===== config.mk =====
export PLATFORM = sky130hd
export DESIGN_NAME = tlb_page_translation_unit
export DESIGN_NICKNAME = d
export VERILOG_FILES = /design/src/hdl/tptu_pkg.sv /design/src/hdl/tptu_tlb.sv /design/src/hdl/tptu_page_table.sv /design/src/hdl/tlb_page_translation_unit.sv
export VERILOG_INCLUDE_DIRS = /design/src /design/src/hdl
export SDC_FILE = /design/constraint.sdc
export NUM_CORES = 2
export LEC_CHECK = 0
export ABC_AREA = 0
export BUFFER_PORTS_ARGS = -buffer_cell sky130_fd_sc_hd__buf_2
export CAP_MARGIN = 20
export CORE_ASPECT_RATIO = 1.75
export CORE_MARGIN = 3
export CORE_UTILIZATION = 28
export DETAILED_ROUTE_END_ITERATION = 10
export SYNTH_ARGS = -nofsm -noshare
export SYNTH_HDL_FRONTEND = slang
export SYNTH_SLANG_ARGS = --single-unit

===== constraint.sdc =====
create_clock -name clk_i -period 8.47 [get_ports clk_i]
set_clock_uncertainty 0.05 [all_clocks]
set_input_delay 0.847 -clock clk_i [delete_from_list [all_inputs] [get_ports clk_i]]
set_output_delay 0.847 -clock clk_i [all_outputs]
set_load 0.1 [all_outputs]

===== src/hdl/tlb_page_translation_unit_defines.svh =====
// Assertion macros shared by the translation unit RTL.
`ifndef TLB_PAGE_TRANSLATION_UNIT_DEFINES_SVH
`define TLB_PAGE_TRANSLATION_UNIT_DEFINES_SVH

// Check that the consequent holds in the same cycle as the antecedent.
`define TPTU_ASSERT_SAME(label, ante, cons, msg) \
  label: assert property (@(posedge clk_i) disable iff (!rst_ni) (ante) |-> (cons)) \
    else $error(msg);

// Check that the consequent holds in the cycle after the antecedent.
`define TPTU_ASSERT_NEXT(label, ante, cons, msg) \
  label: assert property (@(posedge clk_i) disable iff (!rst_ni) (ante) |=> (cons)) \
    else $error(msg);

`endif


===== src/hdl/tptu_pkg.sv =====
`default_nettype none

package tptu_pkg;

  // Address width of both the logical and the physical address
  localparam int unsigned ADDR_WIDTH = 16;

  // Default geometry
  localparam int unsigned TLB_ENTRIES_DEF  = 16;
  localparam int unsigned PAGE_COUNT_DEF   = 256;
  localparam int unsigned OFFSET_WIDTH_DEF = 8;

  // Page table access command
  typedef struct packed {
    logic rd;
    logic wr;
  } pt_cmd_t;

  // Page table status
  typedef struct packed {
    logic ready;   // clearing pass done
    logic mapped;  // mapped flag of the last read entry
  } pt_stat_t;

endpackage

`default_nettype wire


===== src/hdl/tptu_tlb.sv =====
`default_nettype none

module tptu_tlb #(
  parameter int unsigned TLB_ENTRIES = 16,
  parameter int unsigned PAGE_COUNT  = 256
) (
  input  wire logic                          clk_i,
  input  wire logic                          rst_ni,
  input  wire logic [$clog2(PAGE_COUNT)-1:0] page_i,
  input  wire logic                          ins_en_i,
  input  wire logic [$clog2(PAGE_COUNT)-1:0] ins_frame_i,
  output logic                               hit_o,
  output logic      [$clog2(PAGE_COUNT)-1:0] frame_o
);

  localparam int unsigned PW = $clog2(PAGE_COUNT);
  localparam int unsigned IW = $clog2(TLB_ENTRIES);

  logic [PW-1:0] tag_q   [TLB_ENTRIES];
  logic [PW-1:0] frame_q [TLB_ENTRIES];
  logic [TLB_ENTRIES-1:0] valid_q;
  logic [IW-1:0] ptr_q;
  logic [IW-1:0] ptr_d;

  // Search all valid entries; the lowest matching entry wins
  always_comb begin
    hit_o   = 1'b0;
    frame_o = '0;
    for (int i = TLB_ENTRIES - 1; i >= 0; i--) begin
      if (valid_q[i] && (tag_q[i] == page_i)) begin
        hit_o   = 1'b1;
        frame_o = frame_q[i];
      end
    end
  end

  // Advance the FIFO insert pointer with wrap
  assign ptr_d = (ptr_q == IW'(TLB_ENTRIES - 1)) ? '0 : ptr_q + 1'b1;

  // Hold valid bits and insert pointer
  always_ff @(posedge clk_i or negedge rst_ni) begin
    if (!rst_ni) begin
      valid_q <= '0;
      ptr_q   <= '0;
    end else if (ins_en_i) begin
      valid_q[ptr_q] <= 1'b1;
      ptr_q          <= ptr_d;
    end
  end

  // Write tag and frame of the inserted entry
  always_ff @(posedge clk_i) begin
    if (ins_en_i) begin
      tag_q[ptr_q]   <= page_i;
      frame_q[ptr_q] <= ins_frame_i;
    end
  end

endmodule

`default_nettype wire


===== src/hdl/tptu_page_table.sv =====
`default_nettype none

module tptu_page_table #(
  parameter int unsigned PAGE_COUNT = 256
) (
  input  wire logic                          clk_i,
  input  wire logic                          rst_ni,
  input  wire tptu_pkg::pt_cmd_t             cmd_i,
  input  wire logic [$clog2(PAGE_COUNT)-1:0] page_i,
  input  wire logic [$clog2(PAGE_COUNT)-1:0] wr_frame_i,
  output tptu_pkg::pt_stat_t                 stat_o,
  output logic      [$clog2(PAGE_COUNT)-1:0] rd_frame_o
);

  import tptu_pkg::*;

  localparam int unsigned PW = $clog2(PAGE_COUNT);

  // Each word holds {mapped, frame}
  logic [PW:0]   mem [PAGE_COUNT];
  logic [PW:0]   rdata_q;
  logic          clr_q;
  logic [PW-1:0] clr_idx_q;
  logic          we;
  logic [PW-1:0] waddr;
  logic [PW:0]   wdata;

  // Clearing pass owns the write port until every entry is unmapped
  assign we    = clr_q || cmd_i.wr;
  assign waddr = clr_q ? clr_idx_q : page_i;
  assign wdata = clr_q ? '0 : {1'b1, wr_frame_i};

  // Sweep the memory once after reset
  always_ff @(posedge clk_i or negedge rst_ni) begin
    if (!rst_ni) begin
      clr_q     <= 1'b1;
      clr_idx_q <= '0;
    end else if (clr_q) begin
      if (clr_idx_q == PW'(PAGE_COUNT - 1)) begin
        clr_q <= 1'b0;
      end
      clr_idx_q <= clr_idx_q + 1'b1;
    end
  end

  // Single-port style memory with registered read data
  always_ff @(posedge clk_i) begin
    if (we) begin
      mem[waddr] <= wdata;
    end
    if (cmd_i.rd) begin
      rdata_q <= mem[page_i];
    end
  end

  assign stat_o.ready  = !clr_q;
  assign stat_o.mapped = rdata_q[PW];
  assign rd_frame_o    = rdata_q[PW-1:0];

`include "tlb_page_translation_unit_defines.svh"

  `TPTU_ASSERT_SAME(a_no_access_in_clear, cmd_i.rd || cmd_i.wr, !clr_q, "access during clear")
  `TPTU_ASSERT_NEXT(a_clear_ends, clr_q && clr_idx_q == PW'(PAGE_COUNT - 1), !clr_q, "clear overrun")
  `TPTU_ASSERT_NEXT(a_clear_once, !clr_q, !clr_q, "clearing pass restarted")

endmodule

`default_nettype wire


===== src/hdl/tlb_page_translation_unit.sv =====
// Channel  | Direction | Beat fields                                | Handshake
// ---------+-----------+--------------------------------------------+-----------------------
// in       | input     | logical_address_i                          | in_valid_i / in_stall_o
// out      | output    | physical_address_o, tlb_hit_o, page_fault_o| out_valid_o / out_stall_i
//
// A TLB hit passes through capture and CAM search; a miss passes through capture, page table
// read, and allocate and write back, the extra step set by the registered page table RAM read.
// After reset the page table is swept once with in_stall_o held high.
// One beat is in flight at a time; the result register lets the next beat enter while a
// result waits, and a stalled output holds the finishing step until the register frees up.
`default_nettype none

module tlb_page_translation_unit #(
  parameter int unsigned TLB_ENTRIES  = tptu_pkg::TLB_ENTRIES_DEF,
  parameter int unsigned PAGE_COUNT   = tptu_pkg::PAGE_COUNT_DEF,
  parameter int unsigned OFFSET_WIDTH = tptu_pkg::OFFSET_WIDTH_DEF
) (
  input  wire logic                            clk_i,
  input  wire logic                            rst_ni,
  input  wire logic                            in_valid_i,
  output logic                                 in_stall_o,
  input  wire logic [tptu_pkg::ADDR_WIDTH-1:0] logical_address_i,
  output logic                                 out_valid_o,
  input  wire logic                            out_stall_i,
  output logic      [tptu_pkg::ADDR_WIDTH-1:0] physical_address_o,
  output logic                                 tlb_hit_o,
  output logic                                 page_fault_o
);

  import tptu_pkg::*;

  localparam int unsigned PW    = $clog2(PAGE_COUNT);
  localparam int unsigned RAW_W = (ADDR_WIDTH > OFFSET_WIDTH) ? ADDR_WIDTH - OFFSET_WIDTH : 1;

  typedef enum logic [1:0] {
    S_IDLE,
    S_LOOK,
    S_WALK
  } state_e;

  state_e                  state_q, state_d;
  logic [RAW_W-1:0]        raw_page;
  logic [PW-1:0]           page_in;
  logic [PW-1:0]           page_q;
  logic [OFFSET_WIDTH-1:0] offset_q;
  logic [PW-1:0]           next_frame_q;
  logic [PW-1:0]           next_frame_d;
  logic                    out_valid_q;
  logic [ADDR_WIDTH-1:0]   phys_q;
  logic                    hit_q;
  logic                    fault_q;
  logic                    in_acc;
  logic                    out_free;
  logic                    res_load;
  logic                    res_hit;
  logic                    res_fault;
  logic [PW-1:0]           res_frame;
  logic                    tlb_hit;
  logic [PW-1:0]           tlb_frame;
  logic                    tlb_ins;
  pt_cmd_t                 pt_cmd;
  pt_stat_t                pt_stat;
  logic [PW-1:0]           pt_frame;

  // Split the address; an offset covering the whole address leaves page 0
  assign raw_page = RAW_W'(logical_address_i >> OFFSET_WIDTH);

  // Reduce the page number into the page table range
  if ((1 << PW) == PAGE_COUNT) begin : g_pow2
    assign page_in = PW'(raw_page);
  end else begin : g_mod
    logic [PW:0] rem;
    always_comb begin
      rem = '0;
      for (int i = RAW_W - 1; i >= 0; i--) begin
        rem = {rem[PW-1:0], raw_page[i]};
        if (rem >= (PW + 1)'(PAGE_COUNT)) begin
          rem = rem - (PW + 1)'(PAGE_COUNT);
        end
      end
      page_in = rem[PW-1:0];
    end
  end

  tptu_tlb #(
    .TLB_ENTRIES(TLB_ENTRIES),
    .PAGE_COUNT (PAGE_COUNT)
  ) u_tlb (
    .clk_i      (clk_i),
    .rst_ni     (rst_ni),
    .page_i     (page_q),
    .ins_en_i   (tlb_ins),
    .ins_frame_i(res_frame),
    .hit_o      (tlb_hit),
    .frame_o    (tlb_frame)
  );

  tptu_page_table #(
    .PAGE_COUNT(PAGE_COUNT)
  ) u_page_table (
    .clk_i     (clk_i),
    .rst_ni    (rst_ni),
    .cmd_i     (pt_cmd),
    .page_i    (page_q),
    .wr_frame_i(next_frame_q),
    .stat_o    (pt_stat),
    .rd_frame_o(pt_frame)
  );

  // Handshake terms
  assign in_stall_o = !((state_q == S_IDLE) && pt_stat.ready);
  assign in_acc     = in_valid_i && !in_stall_o;
  assign out_free   = !out_valid_q || !out_stall_i;

  // Sequence one beat: search, then on a miss walk, refill the TLB and allocate a frame if unmapped
  always_comb begin
    state_d   = state_q;
    pt_cmd    = '0;
    tlb_ins   = 1'b0;
    res_load  = 1'b0;
    res_hit   = 1'b0;
    res_fault = 1'b0;
    res_frame = tlb_frame;
    unique case (state_q)
      S_IDLE: begin
        if (in_acc) begin
          state_d = S_LOOK;
        end
      end
      S_LOOK: begin
        if (tlb_hit) begin
          if (out_free) begin
            res_load = 1'b1;
            res_hit  = 1'b1;
            state_d  = S_IDLE;
          end
        end else begin
          pt_cmd.rd = 1'b1;
          state_d   = S_WALK;
        end
      end
      S_WALK: begin
        res_frame = pt_stat.mapped ? pt_frame : next_frame_q;
        if (out_free) begin
          res_load  = 1'b1;
          res_fault = !pt_stat.mapped;
          pt_cmd.wr = !pt_stat.mapped;
          tlb_ins   = 1'b1;
          state_d   = S_IDLE;
        end
      end
      default: begin
        state_d = S_IDLE;
      end
    endcase
  end

  // Advance the free frame counter with wrap
  assign next_frame_d = (next_frame_q == PW'(PAGE_COUNT - 1)) ? '0 : next_frame_q + 1'b1;

  // Hold state, captured beat, allocator and result register
  always_ff @(posedge clk_i or negedge rst_ni) begin
    if (!rst_ni) begin
      state_q      <= S_IDLE;
      page_q       <= '0;
      offset_q     <= '0;
      next_frame_q <= '0;
      out_valid_q  <= 1'b0;
      phys_q       <= '0;
      hit_q        <= 1'b0;
      fault_q      <= 1'b0;
    end else begin
      state_q <= state_d;
      if (in_acc) begin
        page_q   <= page_in;
        offset_q <= logical_address_i[OFFSET_WIDTH-1:0];
      end
      if (pt_cmd.wr) begin
        next_frame_q <= next_frame_d;
      end
      if (res_load) begin
        out_valid_q <= 1'b1;
        phys_q      <= ADDR_WIDTH'({res_frame, offset_q});
        hit_q       <= res_hit;
        fault_q     <= res_fault;
      end else if (!out_stall_i) begin
        out_valid_q <= 1'b0;
      end
    end
  end

  assign out_valid_o        = out_valid_q;
  assign physical_address_o = phys_q;
  assign tlb_hit_o          = hit_q;
  assign page_fault_o       = fault_q;

`include "tlb_page_translation_unit_defines.svh"

  `TPTU_ASSERT_SAME(a_hit_no_fault, out_valid_o, !(tlb_hit_o && page_fault_o), "hit with fault")
  `TPTU_ASSERT_SAME(a_accept_idle, in_acc, state_q == S_IDLE && pt_stat.ready, "accept while busy")
  `TPTU_ASSERT_SAME(a_insert_on_miss, tlb_ins, !tlb_hit && state_q == S_WALK, "insert on hit")
  `TPTU_ASSERT_NEXT(a_alloc_advance, pt_cmd.wr, next_frame_q != $past(next_frame_q), "frame reused")

endmodule

`default_nettype wire

==> metrics.md <==
| Metric | Value |
|---|---|
| Initial cell density of the core | 28.2% |
| Die Y-Extent | just over 800 um |
| Peak supply drop | 0.000240 V |
| DRC | 0 |
| DR WL/cell | approximately 26 um |
| Worst skew pair latency | slightly above 900 ps |
| Most frequent CP cell | mux4_2 |
| Syn_nets | 4,650 |
| Total global-route track usage | a little over an eighth |
| PwrDens | between 200 and 300 mW/mm2 |
| CTS Buf Count | 217 |
| Tmin final | 5770 ps |
| Critical path class | register to register |
| Internal power component | approximately 24,000 uW |
| Setup crit end kind | register |
| Largest net degree at the start of global routing | roughly 190 |
| Max_cap viols | 0 |
| Grt met1 use | roughly 15% |
| Status | finished with violations |
| Post-synthesis cell type count | 67 |
| Share of cells above drive strength 1 | between 20% and 30% |
| Slew at the pin closest to its max-slew limit | between 1500 and 2000 ps |
| Top Ports | 40 |
| Fmax | ~170 MHz |
| Clock transition at path regs | approximately 70 ps |
| CTS tree | done |
| First-pass GRT wire length | around 370 mm |
| Sequential share of the synthesized area | 76.8% |
| Gate power share | approximately a quarter |
| Synth Area in Compound Gates | between 1 and 1.5% |
| Synth Warn # | 0 |
| Post-Synth Adder-Cell Area | less than 1% |
| Pins Over Slew Limit | 1 |
| DRT iter0 DRCs | 4,480 |
| Root buf cell | clkbuf_16 |
| FF+latch count, synth | between 2,000 and 3,000 |
| Hold path startpoint | logical_address_i[3] |
| GR Layer Usage met2 | approximately a quarter |
| Largest family of logic cells by synthesized area | multiplexers |
| Post-synthesis mux area share | between 10% and 20% |
| Worst hold slack | between 150 and 200 ps |
| Lkg Pwr | 0.0329 uW |
| PortBufs | 39 |
| Syn-to-layout area delta | 13.6% |
| Crit path launch | page_q[1] |
| Critical Path Max Stage Delay | ~1200 ps |
| Synthesized area | approximately 0.10 mm2 |
| Total power | around 34,000 uW |
| Critical path arrival | 6320 ps |
| Drt total wl | around 260 mm |
| Vias in the first global route | ~50,000 |
| Cells after Synth | about 4,600 |
| Cell area after placement | between 0.1 and 0.15 mm2 |
| Via Count | 47,000 |
| Core area | roughly 0.36 mm2 |
| Fin area | 0.117 mm2 |
| Avg Synthesized Cell Area | between 20 and 25 um2 |
| Post-Place Cells | ~9,400 |
| Congestion Overflow GR | 0 |
| Ys flop type | edfxtp_1 |
| GR peak layer | met2 |
| CP required | 9020 ps |
| Grt met3 use | ~1.4% |
| Post-synth EDFFs | roughly 2,600 |
| Relative slew slack | -3.77% |
| # hold bufs at CTS | 1 |
| RSZ-0062 raised after global routing | no |
| Vias/cell | 4.78 |
| P_sw | 10,300 uW |
| Gpl congestion | ~0.84 |
| Post-Synth Simple-Gate Area | 2.61% |
| Final worst-path cycle share | approximately 70% |
| Worst reg2reg startpoint | page_q[1] |
| Post-route antenna net violation count | 0 |
| Final Non-Filler Cells | between 9,000 and 10,000 |
| Antenna violations before repair | 4 |
| Final hold viol count | 0 |
| Switching Fraction | 29.8% |
| Sequential share of power | between 40% and 50% |
| Crit-path slowest cell | a22oi_1 |
| DR pass1 iterations | 5 |
| Async S/R FF share, synth | ~2.8% |
| Clock Power Share | between 20 and 30% |
| Die area | around 0.37 mm2 |
| PostCTS Resize Cnt | 0 |
| CTS sink cnt | approximately 2,600 |
| CP Cell Sequence | buf_4 > buf_4 > mux4_2 > mux4_2 > mux4_2 > a22oi_1 > nand2_1 |
| HP Class | input port to register |
| Violated checks | slew limit |
| Die Wd | ~460 um |
| CP Launch Type | register |
| H-tree levels | 4 |
| Clk buf depth | 4 |
| # setup viols final | 0 |
| Post-synthesis xor/xnor area fraction | 1.21% |
| Post-CTS repair timing setup buffer count | 0 |
| Placement Rows | about 300 |
| # nets final | around 4,800 |
| Max Fanout on Critical Path | ~60 |
| Post-DP HPWL | between 150 and 200 mm |
==> state kept, by name (all words and copies together) (netlist names), 4 cells and up <==
name,flops
u_page_table.mem,2304
u_tlb.frame_q,128
u_tlb.tag_q,128
physical_address_o,16
u_tlb.valid_q,16
u_page_table.rdata_q,9
next_frame_q,8
offset_q,8
page_q,8
u_page_table.clr_idx_q,8
u_tlb.ptr_q,4
==> per-stage QoR <==
stage	worst slack (ps)	utilization (%)	setup TNS, ps
2_1_floorplan	-42.3	-	-63180
3_3_place_gp	2750	30.0	0
3_5_place_dp	2730	30.0	0
6_report	2700	32.0	0
5_1_grt	2770	32.0	0
4_1_cts	2770	32.0	0
==> cell usage in the layout, fill, tap and decap left out, types with 7 or more instances in the layout <==
cell type and n:
xor2_1 19, nor2_1 303, or2_2 17, clkbuf_8 13, clkbuf_1 29, a21oi_1 21, nand4_1 21, edfxtp_1 2569
inv_1 26, o211ai_1 10, nand2_1 118, buf_4 138, o21ai_0 17, nor2b_1 8, mux2_2 38, a211oi_1 7
clkinvlp_4 9, a22oi_1 22, clkinv_2 44, buf_12 18, nor3_2 9, nor2b_4 7, clkinv_1 45, xnor2_1 123
mux4_2 756, buf_2 38, dfrtp_1 65, nor4_1 12, bufinv_16 26, clkbuf_16 219, nor3_1 32, nand2b_1 11
ha_1 10, nand3_1 34
==> kinds of logic (layout without fill, tap and decap cells) <==
kind of cell | Yosys count | count (layout)
buf+inv | 273 | 624
mux | 797 | 797
flops | 2643 | 2643
xor+xnor | 142 | 142
fa+ha+maj | 10 | 10
other cells | 0 | 3
simple gates | 605 | 605
compound gates | 150 | 150
==> synthesized netlist by cell type (all sizes together) (15+ instances only) <==
master / instances / share of area, %
a21oi: 21 / 0.10
a22oi: 22 / 0.16
buf: 127 / 0.61
clkbuf: 118 / 0.43
dfrtp: 73 / 1.8
edfxtp: 2569 / 75
inv: 28 / 0.10
mux2: 38 / 0.42
mux4: 756 / 17
nand2: 118 / 0.43
nand3: 34 / 0.17
nand4: 21 / 0.13
nor2: 304 / 1.1
nor2b: 15 / 0.091
nor3: 41 / 0.21
o21ai: 19 / 0.096
or2: 17 / 0.10
xnor2: 123 / 1.0
xor2: 19 / 0.16
==> path summary, 6_finish.rpt <==
path	cells after the start	slack (ps)	end
worst max-delay path	7	2700	u_page_table.rdata_q[5]
worst min-delay path	2	160	offset_q[3]
worst max register to register	7	2700	u_page_table.rdata_q[5]
worst min register to register	1	420	u_tlb.valid_q[14]
max in group asynchronous	3	6660	page_q[1]
min in group asynchronous	2	510	physical_address_o[10]
==> area by class of cell <==
cell class              instances  area, um2
well taps                    4867       6090
multi-input cells            1704      22700
clock inverters               135       1380
clock buffers                 261       5770
flip-flops and latches       2643      79000
diodes                          3       7.51
repair buffers                200       1650
fillers                     34200     248000
inverters                      28        120
==> power by group through the flow <==
stage               clock network, uW  logic [uW]  registers, uW
global placement                    0        8640          15900
floorplan                           0        5570          16200
detailed placement                  0        8740          15900
CTS                             10500        8750          15700
finish                          10300        8540          15700
global route                    10900        9010          15700
==> critical path, delay by kind of cell, from the launching register on <==
family	cells	cell delay, ps
flops	1	940
mux	3	1560
simple gates	1	180
compound gates	1	1190
buf+inv	2	1430
==> per-layer routing <==
metal / wire length [um] / vias to the layer above
met2: 145000 / 1372
met4: 13900 / 4
met1: 88800 / 25600
met5: 23 / -
li1: - / 19600
met3: 9830 / 441
(Power assumes the default switching activity.)
